### src/rtl/rsc_pkg.sv
// ----------------------------------------------------------------------------
// Rotor cipher package
// Shared types, register indexes, rotor wiring tables and modulo-25 helpers.
// ----------------------------------------------------------------------------
package rsc_pkg;

  localparam int unsigned Letters = 25;

  typedef enum logic [1:0] {
    REG_KEY_RIGHT  = 2'd0,
    REG_KEY_CENTER = 2'd1,
    REG_KEY_LEFT   = 2'd2
  } reg_idx_e;

  typedef enum logic [1:0] {
    KIND_LETTER,
    KIND_SPACE,
    KIND_BAD
  } kind_e;

  localparam logic [7:0] CHAR_A     = 8'h41;
  localparam logic [7:0] CHAR_B     = 8'h42;
  localparam logic [7:0] CHAR_V     = 8'h56;
  localparam logic [7:0] CHAR_Z     = 8'h5A;
  localparam logic [7:0] CHAR_SPACE = 8'h20;
  localparam logic [7:0] CHAR_NONE  = 8'h00;
  localparam logic [4:0] IDX_V      = 5'd21;
  localparam logic [4:0] IDX_MIRROR = 5'd12;
  localparam logic [4:0] REFL_SHIFT = 5'd13;
  localparam logic [1:0] CENTER_LAST = 2'd2;
  localparam logic [3:0] LEFT_LAST   = 4'd10;

  typedef struct packed {
    logic [7:0] char_in;
    logic       end_of_message;
  } in_item_t;

  typedef struct packed {
    logic [7:0] char_out;
    logic       bad_char;
  } out_item_t;

  typedef struct packed {
    kind_e      kind;
    logic [4:0] x;
    logic [4:0] rs;
    logic [4:0] cs;
    logic [4:0] ls;
  } job_t;

  typedef logic [4:0] tab_t [Letters];

  localparam tab_t WIRE_R = '{5'd0, 5'd15, 5'd3, 5'd4, 5'd5, 5'd10, 5'd22, 5'd23, 5'd6,
    5'd7, 5'd17, 5'd18, 5'd19, 5'd2, 5'd8, 5'd1, 5'd11, 5'd12, 5'd13, 5'd14, 5'd20,
    5'd21, 5'd9, 5'd16, 5'd24};
  localparam tab_t INV_R = '{5'd0, 5'd15, 5'd13, 5'd2, 5'd3, 5'd4, 5'd8, 5'd9, 5'd14,
    5'd22, 5'd5, 5'd16, 5'd17, 5'd18, 5'd19, 5'd1, 5'd23, 5'd10, 5'd11, 5'd12, 5'd20,
    5'd21, 5'd6, 5'd7, 5'd24};
  localparam tab_t WIRE_C = '{5'd2, 5'd3, 5'd4, 5'd5, 5'd8, 5'd9, 5'd10, 5'd11, 5'd12,
    5'd13, 5'd14, 5'd15, 5'd16, 5'd6, 5'd17, 5'd18, 5'd0, 5'd7, 5'd1, 5'd23, 5'd24,
    5'd19, 5'd20, 5'd21, 5'd22};
  localparam tab_t INV_C = '{5'd16, 5'd18, 5'd0, 5'd1, 5'd2, 5'd3, 5'd13, 5'd17, 5'd4,
    5'd5, 5'd6, 5'd7, 5'd8, 5'd9, 5'd10, 5'd11, 5'd12, 5'd14, 5'd15, 5'd21, 5'd22,
    5'd23, 5'd24, 5'd19, 5'd20};
  localparam tab_t WIRE_L = '{5'd7, 5'd16, 5'd17, 5'd18, 5'd12, 5'd13, 5'd0, 5'd22,
    5'd23, 5'd10, 5'd11, 5'd3, 5'd14, 5'd21, 5'd24, 5'd15, 5'd1, 5'd2, 5'd19, 5'd20,
    5'd8, 5'd9, 5'd4, 5'd5, 5'd6};
  localparam tab_t INV_L = '{5'd6, 5'd16, 5'd17, 5'd11, 5'd22, 5'd23, 5'd24, 5'd0,
    5'd20, 5'd21, 5'd9, 5'd10, 5'd4, 5'd5, 5'd12, 5'd15, 5'd1, 5'd2, 5'd3, 5'd18,
    5'd19, 5'd13, 5'd7, 5'd8, 5'd14};

  function automatic logic [4:0] add25(logic [4:0] a, logic [4:0] b);
    logic [5:0] s;
    s = {1'b0, a} + {1'b0, b};
    if (s >= 6'(Letters)) s = s - 6'(Letters);
    return s[4:0];
  endfunction

  function automatic logic [4:0] sub25(logic [4:0] a, logic [4:0] b);
    logic [5:0] d;
    if (a >= b) d = {1'b0, a} - {1'b0, b};
    else d = {1'b0, a} + 6'(Letters) - {1'b0, b};
    return d[4:0];
  endfunction

  function automatic logic [4:0] mod25(logic [4:0] a);
    return (a >= 5'(Letters)) ? a - 5'(Letters) : a;
  endfunction

  function automatic logic [4:0] reflect(logic [4:0] i);
    logic [4:0] r;
    if (i < IDX_MIRROR) r = i + REFL_SHIFT;
    else if (i == IDX_MIRROR) r = i;
    else r = i - REFL_SHIFT;
    return r;
  endfunction

  function automatic logic [7:0] kb_char(logic [4:0] i);
    return (i >= IDX_V) ? CHAR_B + {3'd0, i} : CHAR_A + {3'd0, i};
  endfunction

endpackage

### src/rtl/rsc_front.sv
// ----------------------------------------------------------------------------
// Rotor cipher front end
// Classifies each character, steps the rotors and issues a job to the queue.
// ----------------------------------------------------------------------------
module rsc_front (
  input  logic              clk_i,
  input  logic              rst_ni,
  input  logic              in_valid_i,
  output logic              in_ready_o,
  input  rsc_pkg::in_item_t in_item_i,
  output logic              push_o,
  output rsc_pkg::job_t     job_o,
  input  logic              full_i
);
  import rsc_pkg::*;

  logic [4:0] rs_q, rs_d, cs_q, cs_d, ls_q, ls_d;
  logic [1:0] mod3_q, mod3_d;
  logic [3:0] mod11_q, mod11_d;
  logic       accept;
  logic       is_letter;
  logic [7:0] c;
  logic [7:0] ofs;

  assign in_ready_o = !full_i;
  assign accept     = in_valid_i && !full_i;
  assign push_o     = accept;
  assign c          = in_item_i.char_in;
  assign is_letter  = (c >= CHAR_A) && (c <= CHAR_Z) && (c != CHAR_V);
  assign ofs        = (c > CHAR_V) ? c - CHAR_B : c - CHAR_A;

  always_comb begin
    rs_d    = rs_q;
    cs_d    = cs_q;
    ls_d    = ls_q;
    mod3_d  = mod3_q;
    mod11_d = mod11_q;
    if (is_letter) begin
      rs_d    = add25(rs_q, 5'd1);
      cs_d    = (mod3_q == 2'd0) ? add25(cs_q, 5'd1) : cs_q;
      ls_d    = (mod11_q == 4'd0) ? add25(ls_q, 5'd1) : ls_q;
      mod3_d  = (mod3_q == CENTER_LAST) ? 2'd0 : mod3_q + 2'd1;
      mod11_d = (mod11_q == LEFT_LAST) ? 4'd0 : mod11_q + 4'd1;
    end
  end

  always_comb begin
    job_o.x  = ofs[4:0];
    job_o.rs = rs_d;
    job_o.cs = cs_d;
    job_o.ls = ls_d;
    if (c == CHAR_SPACE) job_o.kind = KIND_SPACE;
    else if (is_letter) job_o.kind = KIND_LETTER;
    else job_o.kind = KIND_BAD;
  end

  always_ff @(posedge clk_i or negedge rst_ni) begin
    if (!rst_ni) begin
      rs_q    <= '0;
      cs_q    <= '0;
      ls_q    <= '0;
      mod3_q  <= '0;
      mod11_q <= '0;
    end else if (accept) begin
      if (in_item_i.end_of_message) begin
        rs_q    <= '0;
        cs_q    <= '0;
        ls_q    <= '0;
        mod3_q  <= '0;
        mod11_q <= '0;
      end else begin
        rs_q    <= rs_d;
        cs_q    <= cs_d;
        ls_q    <= ls_d;
        mod3_q  <= mod3_d;
        mod11_q <= mod11_d;
      end
    end
  end

endmodule

### src/rtl/rsc_queue.sv
// ----------------------------------------------------------------------------
// Rotor cipher job queue
// Two-entry queue that decouples the front end from the cipher pipeline.
// ----------------------------------------------------------------------------
module rsc_queue (
  input  logic          clk_i,
  input  logic          rst_ni,
  input  logic          push_i,
  input  rsc_pkg::job_t job_i,
  output logic          full_o,
  input  logic          pop_i,
  output logic          valid_o,
  output rsc_pkg::job_t job_o
);
  import rsc_pkg::*;

  job_t       mem_q [2];
  logic       wr_q, rd_q;
  logic [1:0] cnt_q;

  assign full_o  = cnt_q[1];
  assign valid_o = cnt_q != 2'd0;
  assign job_o   = mem_q[rd_q];

  always_ff @(posedge clk_i) begin
    if (push_i) mem_q[wr_q] <= job_i;
  end

  always_ff @(posedge clk_i or negedge rst_ni) begin
    if (!rst_ni) begin
      wr_q  <= 1'b0;
      rd_q  <= 1'b0;
      cnt_q <= 2'd0;
    end else begin
      if (push_i) wr_q <= !wr_q;
      if (pop_i) rd_q <= !rd_q;
      if (push_i && !pop_i) cnt_q <= cnt_q + 2'd1;
      else if (pop_i && !push_i) cnt_q <= cnt_q - 2'd1;
    end
  end

endmodule

### src/rtl/rsc_back.sv
// ----------------------------------------------------------------------------
// Rotor cipher back end
// Six-stage rotor pipeline with key registers and the result register.
// ----------------------------------------------------------------------------
module rsc_back (
  input  logic               clk_i,
  input  logic               rst_ni,
  input  logic               cfg_we_i,
  input  logic [1:0]         cfg_idx_i,
  input  logic [4:0]         cfg_data_i,
  input  logic               head_valid_i,
  input  rsc_pkg::job_t      head_i,
  output logic               pop_o,
  output logic               out_valid_o,
  input  logic               out_ready_i,
  output rsc_pkg::out_item_t out_item_o
);
  import rsc_pkg::*;

  localparam int unsigned Stages = 6;

  logic [4:0] kr_q, kc_q, kl_q;
  job_t       st_q [Stages];
  job_t       st_d [Stages];
  job_t       src [Stages];
  logic [Stages-1:0] v_q, free;

  always_ff @(posedge clk_i or negedge rst_ni) begin
    if (!rst_ni) begin
      kr_q <= '0;
      kc_q <= '0;
      kl_q <= '0;
    end else if (cfg_we_i) begin
      unique case (cfg_idx_i)
        REG_KEY_RIGHT:  kr_q <= mod25(cfg_data_i);
        REG_KEY_CENTER: kc_q <= mod25(cfg_data_i);
        REG_KEY_LEFT:   kl_q <= mod25(cfg_data_i);
        default: ;
      endcase
    end
  end

  always_comb begin
    free[Stages-1] = !v_q[Stages-1] || out_ready_i;
    for (int k = Stages - 2; k >= 0; k--) free[k] = !v_q[k] || free[k+1];
  end

  assign pop_o = head_valid_i && free[0];

  always_comb begin
    src[0] = head_i;
    for (int k = 1; k < Stages; k++) src[k] = st_q[k-1];
    st_d = src;
    st_d[0].x = sub25(WIRE_R[add25(src[0].x, src[0].rs)], add25(kr_q, src[0].rs));
    st_d[1].x = sub25(WIRE_C[add25(src[1].x, src[1].cs)], add25(kc_q, src[1].cs));
    st_d[2].x = sub25(WIRE_L[add25(src[2].x, src[2].ls)], add25(kl_q, src[2].ls));
    st_d[3].x = sub25(INV_L[add25(reflect(src[3].x), add25(kl_q, src[3].ls))], src[3].ls);
    st_d[4].x = sub25(INV_C[add25(src[4].x, add25(kc_q, src[4].cs))], src[4].cs);
    st_d[5].x = sub25(INV_R[add25(src[5].x, add25(kr_q, src[5].rs))], src[5].rs);
  end

  always_ff @(posedge clk_i) begin
    for (int k = 0; k < Stages; k++) begin
      if (free[k]) st_q[k] <= st_d[k];
    end
  end

  always_ff @(posedge clk_i or negedge rst_ni) begin
    if (!rst_ni) begin
      v_q <= '0;
    end else begin
      if (free[0]) v_q[0] <= head_valid_i;
      for (int k = 1; k < Stages; k++) begin
        if (free[k]) v_q[k] <= v_q[k-1];
      end
    end
  end

  assign out_valid_o = v_q[Stages-1];

  always_comb begin
    case (st_q[Stages-1].kind)
      KIND_LETTER: begin
        out_item_o.char_out = kb_char(st_q[Stages-1].x);
        out_item_o.bad_char = 1'b0;
      end
      KIND_SPACE: begin
        out_item_o.char_out = CHAR_SPACE;
        out_item_o.bad_char = 1'b0;
      end
      default: begin
        out_item_o.char_out = CHAR_NONE;
        out_item_o.bad_char = 1'b1;
      end
    endcase
  end

endmodule

### src/rtl/rotor_substitution_cipher.sv
// ----------------------------------------------------------------------------
// Rotor substitution cipher
// Three-rotor reflecting cipher over a 25-letter keyboard, one character a word.
// ----------------------------------------------------------------------------
//  Channel | Signals                                  | Direction
//  in      | in_valid_i, in_ready_o, in_item_i        | character in
//  out     | out_valid_o, out_ready_i, out_item_o     | cipher character out
//  cfg     | cfg_we_i, cfg_idx_i, cfg_data_i          | key letter writes
//
// One word is accepted per cycle while in_ready_o is high; an accepted word waits
// in the job queue and then passes through the five rotor stages ahead of the
// last stage, which is the output register.
// Reset puts the keys, rotor steps and turn counters at zero and empties
// the pipeline. A stalled output fills the pipeline, then the two-entry queue,
// and only then drops in_ready_o.
module rotor_substitution_cipher (
  input  logic               clk_i,
  input  logic               rst_ni,
  input  logic               in_valid_i,
  output logic               in_ready_o,
  input  rsc_pkg::in_item_t  in_item_i,
  output logic               out_valid_o,
  input  logic               out_ready_i,
  output rsc_pkg::out_item_t out_item_o,
  input  logic               cfg_we_i,
  input  logic [1:0]         cfg_idx_i,
  input  logic [4:0]         cfg_data_i
);
  import rsc_pkg::*;

  logic push, full, pop, head_valid;
  job_t job, head;

  rsc_front u_front (
    .clk_i,
    .rst_ni,
    .in_valid_i,
    .in_ready_o,
    .in_item_i,
    .push_o (push),
    .job_o  (job),
    .full_i (full)
  );

  rsc_queue u_queue (
    .clk_i,
    .rst_ni,
    .push_i  (push),
    .job_i   (job),
    .full_o  (full),
    .pop_i   (pop),
    .valid_o (head_valid),
    .job_o   (head)
  );

  rsc_back u_back (
    .clk_i,
    .rst_ni,
    .cfg_we_i,
    .cfg_idx_i,
    .cfg_data_i,
    .head_valid_i (head_valid),
    .head_i       (head),
    .pop_o        (pop),
    .out_valid_o,
    .out_ready_i,
    .out_item_o
  );

endmodule

### config.mk
export PLATFORM = sky130hd
export DESIGN_NAME = rotor_substitution_cipher
export DESIGN_NICKNAME = d
export VERILOG_FILES = /design/src/rtl/rsc_pkg.sv /design/src/rtl/rsc_front.sv /design/src/rtl/rsc_queue.sv /design/src/rtl/rsc_back.sv /design/src/rtl/rotor_substitution_cipher.sv
export SDC_FILE = /design/constraint.sdc
export NUM_CORES = 1
export LEC_CHECK = 0
export ABC_AREA = 0
export BUFFER_PORTS_ARGS = -buffer_cell sky130_fd_sc_hd__buf_2
export CORE_MARGIN = 4
export CORE_UTILIZATION = 55
export CTS_CLUSTER_SIZE = 14
export DETAILED_ROUTE_END_ITERATION = 6
export PLACE_DENSITY = 0.78
export SYNTH_ARGS = -nofsm -noshare
export SYNTH_HDL_FRONTEND = slang
export SYNTH_SLANG_ARGS = --single-unit
### constraint.sdc
create_clock -name clk_i -period 7 [get_ports clk_i]
set_clock_uncertainty 0.15 [all_clocks]
set_input_delay 0.7 -clock clk_i [delete_from_list [all_inputs] [get_ports clk_i]]
set_output_delay 0.7 -clock clk_i [all_outputs]
set_load 0.05 [all_outputs]
==> results of run 1 <==
==> Yosys cell counts, drive strengths merged, types with 11 or more instances <==
cell type	instances
mux2	38
edfxtp	146
nor2b	18
xnor2	92
mux2i	34
o211ai	11
nor3	21
a211oi	20
nand2	134
clkbuf	27
nand3	33
fa	30
dfrtp	46
o21bai	15
or2	15
a21oi	89
xor2	46
o31ai	12
o21ai	105
a31oi	19
inv	144
ha	199
a22o	11
a21o	33
nor2	86
o22ai	11
==> final timing paths <==
path / from / to / slack (ns)
worst max-delay path: u_back.kr_q[0] / u_back.st_q[5][19] / 0.26
worst min-delay path: rst_ni / u_back.kc_q[4] / 0.21
worst max register to register: u_back.kr_q[0] / u_back.st_q[5][19] / 0.26
worst min register to register: u_back.st_q[0][3] / u_back.st_q[1][3] / 0.26
max in group asynchronous: rst_ni / u_back.kr_q[1] / 6.03
min in group clk_i: u_back.st_q[0][3] / u_back.st_q[1][3] / 0.26
==> layer usage <==
metal / vias to the layer above / track usage / part of all wire
met2: 232 / 0.354 / 0.50
met5: - / 0 / 0
met3: 57 / 0.0262 / 0.033
li1: 5809 / - / -
met4: 0 / 0.0619 / 0.021
met1: 5650 / 0.264 / 0.44
==> through the flow <==
step | setup TNS, ns | hold slack, ns | std cells | setup WS (ns)
after detailed placement | -0.00652 | 0.255 | 1973 | -0.00652
final | 0 | 0.211 | 2028 | 0.261
after CTS | 0 | 0.246 | 2005 | 0.0200
after floorplan | 0 | 0.250 | 1582 | 0.335
after global placement | 0 | 0.251 | 1973 | 0.258
after global routing | -0.484 | 0.256 | 2028 | -0.147
==> area by class of cell <==
| class | instances | area [um^2] |
|---|---|---|
| Tap cell | 378 | 473 |
| Clock buffer | 19 | 454 |
| Multi-Input combinational cell | 1212 | 9800 |
| Fill cell | 2162 | 10600 |
| Clock inverter | 13 | 144 |
| Inverter | 144 | 541 |
| Timing Repair Buffer | 70 | 450 |
| Sequential cell | 192 | 5540 |
==> state kept, by name, summed over array words and instances (netlist names) <==
| signal | cells |
|---|---|
| u_back.kc_q | 5 |
| u_back.kl_q | 5 |
| u_back.kr_q | 5 |
| u_back.st_q | 102 |
| u_back.v_q | 6 |
| u_front.cs_q | 5 |
| u_front.ls_q | 5 |
| u_front.mod11_q | 4 |
| u_front.mod3_q | 2 |
| u_front.rs_q | 5 |
| u_queue.cnt_q | 2 |
| u_queue.mem_q | 44 |
| u_queue.rd_q | 1 |
| u_queue.wr_q | 1 |
==> repair_timing <==
| action | 4_1_cts | 5_1_grt |
|---|---|---|
| setup buffers | 0 | 23 |
| pin swaps | 0 | 22 |
| gates cloned | 0 | 0 |
| gates resized for setup | 1 | 55 |
| setup endpoints to repair | 1 | 15 |
==> logic make-up after synthesis <==
logic type | count (synthesis) | share of synthesized area
and+or+nand+nor | 360 | 0.108
adders and majority gates | 229 | 0.196
other | 1 | 0.000238
xor gates and xnor gates | 138 | 0.0785
AOI/OAI and AO/OA | 412 | 0.175
buffers and inverters | 178 | 0.0434
muxes | 72 | 0.0489
DFF | 192 | 0.351
==> worst max-delay path, delay by kind of cell, from the launching register on <==
family / cells / cell delay, ns
buffers and inverters: 3 / 0.16
DFF: 1 / 0.39
muxes: 2 / 0.50
and+or+nand+nor: 4 / 0.71
AOI/OAI and AO/OA: 12 / 2.17
adders and majority gates: 7 / 2.07
xor gates and xnor gates: 2 / 0.32
==> impl_metrics.toml, run 1 <==
[sta]
post-route-period-util = 0.963
relSlewSlack = 0.297
hold_violations = 0
drv_slew = 0
worstMarginPinSlew_ns = 1.05
fmax_ghz = 0.148
setup_violations = 0
min_period_ns = 6.74

[flow_run]
drv_cap = 0

[setup_path]
rr_worst_depth = 30
crit_fanout = 8
crit_type = "flip-flop to flip-flop"
worstSetupEndpointType = "flip-flop"
cp_data_required_time_ns = 7.04
crit_top_cell = "inv_1"
cp_slowest_cell = "fa_2"
crit_arrival_ns = 6.78
max_stage_delay_ns = 0.56
worstSetupStartpointType = "flip-flop"

[die]
num_rows = 61
die_width_um = 177
coreArea_mm2 = 0.0280
fp.dieH_um = 177
start_util = 0.563
pin_count = 32
dieArea_mm2 = 0.0315

[placement]
dpl_cell_area_mm2 = 0.0164
hpwl_um = 24300
portBuffers = 30
place_congestion = 0.883

[routing]
wire_per_inst_um = 16.0
via_per_inst = 5.79
dr.pass1.iters = 5
drc = 0
first_iter_violations = 772
drtAntennaViolNets = 0
vias = 11700
routed_wl_um = 32300

[layout]
fin_nets = 1887
drive_gt1_frac = 0.136
syn2layout_area_growth_pct = 10.3
n_antenna_cell = 0
finalInstanceArea_mm2 = 0.0174
final_core_util = 0.621
layout.cells.most_common = "ha_1"
layout_common_cells = "191 x ha_1, 146 x edfxtp_1, 140 x inv_1"

[logic_synthesis]
synth_top_area_share = 0.278
synth_edf_count = 146
synth_area_leader_cell = "edfxtp_1"
synth_area_per_cell_um2 = 9.97
yosysSeqAreaShare = 0.351
yosys_warnings = 0
synth_nets = 1832
synth_ff_type = "edfxtp_1"
synth_area_leaders = "edfxtp_1 28%, ha_1 16%, dfrtp_1 7.3%, xnor2_1 5.0%, fa_1 3.8%"
netlist_area_mm2 = 0.0158
netlist_instances = 1582
synth_cell_types = 95
ys_seq_elements = 192
async_flop_share = 0.240

[clock_tree]
h-tree-depth = 4
clock_insertion_delay_worst_skew_ns = 0.44
cts_tree = "yes"
cts_max_path_buffers = 2
cts_root_buf = "clkbuf_16"
cts_hold_buf = 0
cts_buffers = 17
clkTransAtPathRegs_ns = 0.08
clock-sinks = 192

[grt]
grt_max_degree = 47
track_usage = 0.203
grt_pass1_wl_um = 52800
antenna_found_initial = 0
overflow = 0
grt_pass1_vias = 11100

[run_status]
status = "complete, no violations"

[hold_path]
min_path_type = "primary input to async pin"
Power of run 1 is left out: the tool's default activity adds up to more than one toggle a clock period on the data nets, which glitch-free logic cannot reach.
==> run 2: changes to the inputs <==
- REMOVE_ABC_BUFFERS: not set -> 1
- SETUP_SLACK_MARGIN: not set -> 0.2
==> impl_metrics.toml, run 2 (same netlist as run 1, synthesis figures left out) <==
[setup_path]
max_stage_delay_ns = 0.60
worstSetupStartpointType = "flip-flop"
crit_top_cell = "ha_4"
r2r_setup_slack_ns = 0.16
worstSetupEndpointType = "flip-flop"
cp_slowest_cell = "fa_2"
crit_type = "flip-flop to flip-flop"
cp_data_required_time_ns = 7.04
crit_arrival_ns = 6.88
r2r-end = "u_back.st_q[5][19]"
crit_fanout = 6
rr_startpoint = "u_back.st_q[4][10]"
rr_worst_depth = 30

[die]
coreArea_mm2 = 0.0280
start_util = 0.563
dieArea_mm2 = 0.0315
pin_count = 32
num_rows = 61
die_width_um = 177
fp.dieH_um = 177

[routing]
dr.pass1.iters = 5
wire_per_inst_um = 16.4
first_iter_violations = 968
routed_wl_um = 33600
drtAntennaViolNets = 0
vias = 11900
via_per_inst = 5.81
drc = 0

[sta]
tns_ns = 0
min_period_ns = 6.84
worst_slack_ns = 0.162
rsz0062_at_grt = "yes"
post-route-period-util = 0.977
setup_violations = 0
hold_violations = 0
drv_slew = 0
worstMarginPinSlew_ns = 1.14
relSlewSlack = 0.236
fmax_ghz = 0.146

[layout]
drive_gt1_frac = 0.173
reg_top3 = "u_back.st_q (102), u_queue.mem_q (44), u_back.v_q (6)"
regMostFlops = "u_back.st_q"
layout_common_cells = "177 x ha_1, 146 x edfxtp_1, 133 x inv_1"
syn2layout_area_growth_pct = 13.2
final_core_util = 0.638
finalInstanceArea_mm2 = 0.0179
n_antenna_cell = 0
seq_area_mm2 = 0.00554
fin_nets = 1913
fill_cells = 2144
layout.cells.most_common = "ha_1"
multi_input_area_mm2 = 0.0100
largest_reg_flops = 102

[clock_tree]
cts_max_path_buffers = 2
h-tree-depth = 4
cts_buffers = 17
clkTransAtPathRegs_ns = 0.08
clock-sinks = 192
cts_tree = "yes"
cts_root_buf = "clkbuf_16"
clock_insertion_delay_worst_skew_ns = 0.44

[grt]
grt_pass1_vias = 11600
grt_pass1_wl_um = 54000
track_usage = 0.208
overflow = 0
grt_max_degree = 47
antenna_found_initial = 0

[placement]
hpwl_um = 24100
dpl_cell_area_mm2 = 0.0164
pre_cts_slack_ns = -0.120
portBuffers = 30
place_congestion = 0.885

[run_status]
status = "complete, no violations"

[hold_path]
min_path_type = "primary input to async pin"

[flow_run]
drv_cap = 0
==> run 2: worst max-delay path: cells and delay by family, from the launching register on <==
family                     cells  cell delay [ns]
adders and majority gates      7             2.02
DFF                            1             0.38
buffers and inverters          2             0.14
AOI/OAI and AO/OA             12             2.04
and+or+nand+nor                4             0.67
muxes                          3             0.85
xor gates and xnor gates       2             0.34
==> run 2: per-stage QoR <==
| stage | hold slack [ns] | cells |
|---|---|---|
| finish | 0.195 | 2054 |
| global route | 0.257 | 2054 |
| CTS | 0.229 | 2008 |
| detailed placement | 0.255 | 1971 |
| global placement | 0.251 | 1971 |
| floorplan | 0.250 | 1548 |
==> run 2: what timing repair did <==
item | in CTS | in global routing
endpoints found under the setup margin | 10 | 17
pin swaps | 5 | 56
hold buffers | 0 | 0
resized for setup | 19 | 90
setup buffers | 5 | 46
==> run 2: cell type report <==
type	instances	area share
Clock buffer	19	0.0260
Tap cell	378	0.0265
Timing Repair Buffer	96	0.0368
Inverter	144	0.0307
Clock inverter	13	0.00890
Multi-Input combinational cell	1212	0.561
Sequential cell	192	0.310
==> run 2: layer usage <==
layer | track usage | vias up | wire [um]
li1 | - | 5873 | -
met1 | 0.268 | 5742 | 14800
met2 | 0.369 | 254 | 17200
met3 | 0.0317 | 55 | 952
met4 | 0.0532 | 0 | 597
met5 | 0 | - | 0
==> run 2: how the worst max path moves through the flow <==
stage / start / endpoint / slack (ns) / cells past startpoint
floorplan: u_back.st_q[4][10] / u_back.st_q[5][19] / -0.04 / 28
global placement: u_back.kl_q[0] / u_back.st_q[3][19] / 0.26 / 29
detailed placement: u_back.kl_q[0] / u_back.st_q[3][19] / -0.12 / 29
CTS: u_back.kc_q[0] / u_back.st_q[4][19] / 0.20 / 28
global route: u_back.st_q[4][10] / u_back.st_q[5][19] / -0.12 / 30
finish: u_back.st_q[4][10] / u_back.st_q[5][19] / 0.16 / 30
Power of run 2 is left out for the same reason.
==> run 3: changes to the inputs <==
- CORE_ASPECT_RATIO: not set -> 0.7
==> impl_metrics.toml, run 3 (same netlist as run 1, synthesis figures left out) <==
[die]
pin_count = 32
num_rows = 51
die_width_um = 210
fp.dieH_um = 150
dieArea_mm2 = 0.0315
start_util = 0.563
coreArea_mm2 = 0.0280

[routing]
drtAntennaViolNets = 0
via_per_inst = 5.92
dr.pass1.iters = 6
drt-met1-wl_um = 16700
wire_per_inst_um = 17.2
wl_met2_um = 16500
met3_length_um = 1750
drc = 0
vias = 12100
routed_wl_um = 35300
top_layer_used = "met4"
first_iter_violations = 1044

[sta]
drv_slew = 0
relSlewSlack = 0.203
setup_violations = 0
hold_violations = 0
fmax_ghz = 0.148
tns_ns = 0
rsz0062_at_grt = "yes"
worst_slack_ns = 0.228
worstMarginPinSlew_ns = 1.19
post-route-period-util = 0.967
min_period_ns = 6.77

[placement]
portBuffers = 30
pre_cts_slack_ns = -0.141
hpwl_um = 25200
dpl_cell_area_mm2 = 0.0163
place_congestion = 0.915

[layout]
reg_top3 = "u_back.st_q (102), u_queue.mem_q (44), u_back.v_q (6)"
finalInstanceArea_mm2 = 0.0179
fin_nets = 1916
layout.cells.most_common = "ha_1"
n_antenna_cell = 0
drive_gt1_frac = 0.177
largest_reg_flops = 102
regMostFlops = "u_back.st_q"
layout_common_cells = "175 x ha_1, 146 x edfxtp_1, 133 x inv_1"
fill_cells = 2065
syn2layout_area_growth_pct = 13.3

[setup_path]
crit_top_cell = "ha_2"
cpLargestDelayFamily = "adder cells"
worstSetupStartpointType = "flip-flop"
cp_data_required_time_ns = 7.03
crit_fanout = 6
worstSetupEndpointType = "flip-flop"
cp_slowest_cell = "fa_2"
crit_arrival_ns = 6.80
crit_type = "flip-flop to flip-flop"
critPathBufInv = 4
max_stage_delay_ns = 0.60

[grt]
antenna_found_initial = 0
grt_pass1_vias = 11100
grt_pass1_wl_um = 54900
track_usage = 0.211
overflow = 0
grt_max_degree = 47

[flow_run]
drv_cap = 0

[clock_tree]
cts_buffers = 17
cts_root_buf = "clkbuf_16"
cts_max_path_buffers = 2
cts_tree = "yes"
clock-sinks = 192
cts_hold_buf = 0
clkTransAtPathRegs_ns = 0.08
h-tree-depth = 4
clock_insertion_delay_worst_skew_ns = 0.43

[run_status]
status = "complete, no violations"

[hold_path]
min_path_type = "primary input to async pin"
## run 3: changes by cell type in the layout (fill, tap and decap cells not counted), moves of 3 or more
cell	delta
a21oi_2	+5
o21ai_1	+4
o21ai_2	-4
a21oi_1	-3
buf_4	+3
mux2i_1	-3
mux2i_2	+3
## run 3: worst paths after layout
kind / from / endpoint / slack [ns] / depth (start not counted)
setup / recovery: u_back.st_q[4][10] / u_back.st_q[5][19] / 0.23 / 27
hold / removal: rst_ni / u_front.mod11_q[1] / 0.19 / 2
setup reg to reg: u_back.st_q[4][10] / u_back.st_q[5][19] / 0.23 / 27
hold reg to reg: u_back.st_q[1][7] / u_back.st_q[2][7] / 0.27 / 0
max in group asynchronous: rst_ni / u_back.kc_q[1] / 6.02 / 2
min in group clk_i: u_back.st_q[1][7] / u_back.st_q[2][7] / 0.27 / 0
## run 3: final cells by class
type                       instances  area (um^2)  share of cell area
inverter                         144          543              0.0304
multi-input combinational       1212        10000               0.562
clock buffer                      17          425              0.0238
sequential                       192         5540               0.310
timing repair buffer              99          672              0.0376
clock inverter                    15          181              0.0102
tap                              371          464              0.0260
## run 3: what timing repair did
action | 4_1_cts | 5_1_grt
gates cloned | 0 | 1
gates resized for setup | 16 | 96
buffers inserted | 8 | 47
setup endpoints to repair | 11 | 17
pin swaps | 5 | 62
## run 3: metal layers
metal,GRT usage,vias up
li1,-,5864
met1,0.312,5876
met2,0.336,364
met3,0.0312,32
met4,0.0379,0
met5,0,-
## run 3: through the flow
step	cells	utilization	hold slack (ns)
finish	2050	0.638	0.194
global route	2050	0.638	0.235
CTS	2002	0.610	0.213
detailed placement	1962	0.584	0.255
global placement	1962	0.584	0.251
floorplan	1548	-	0.250
Power of run 3 is left out for the same reason.
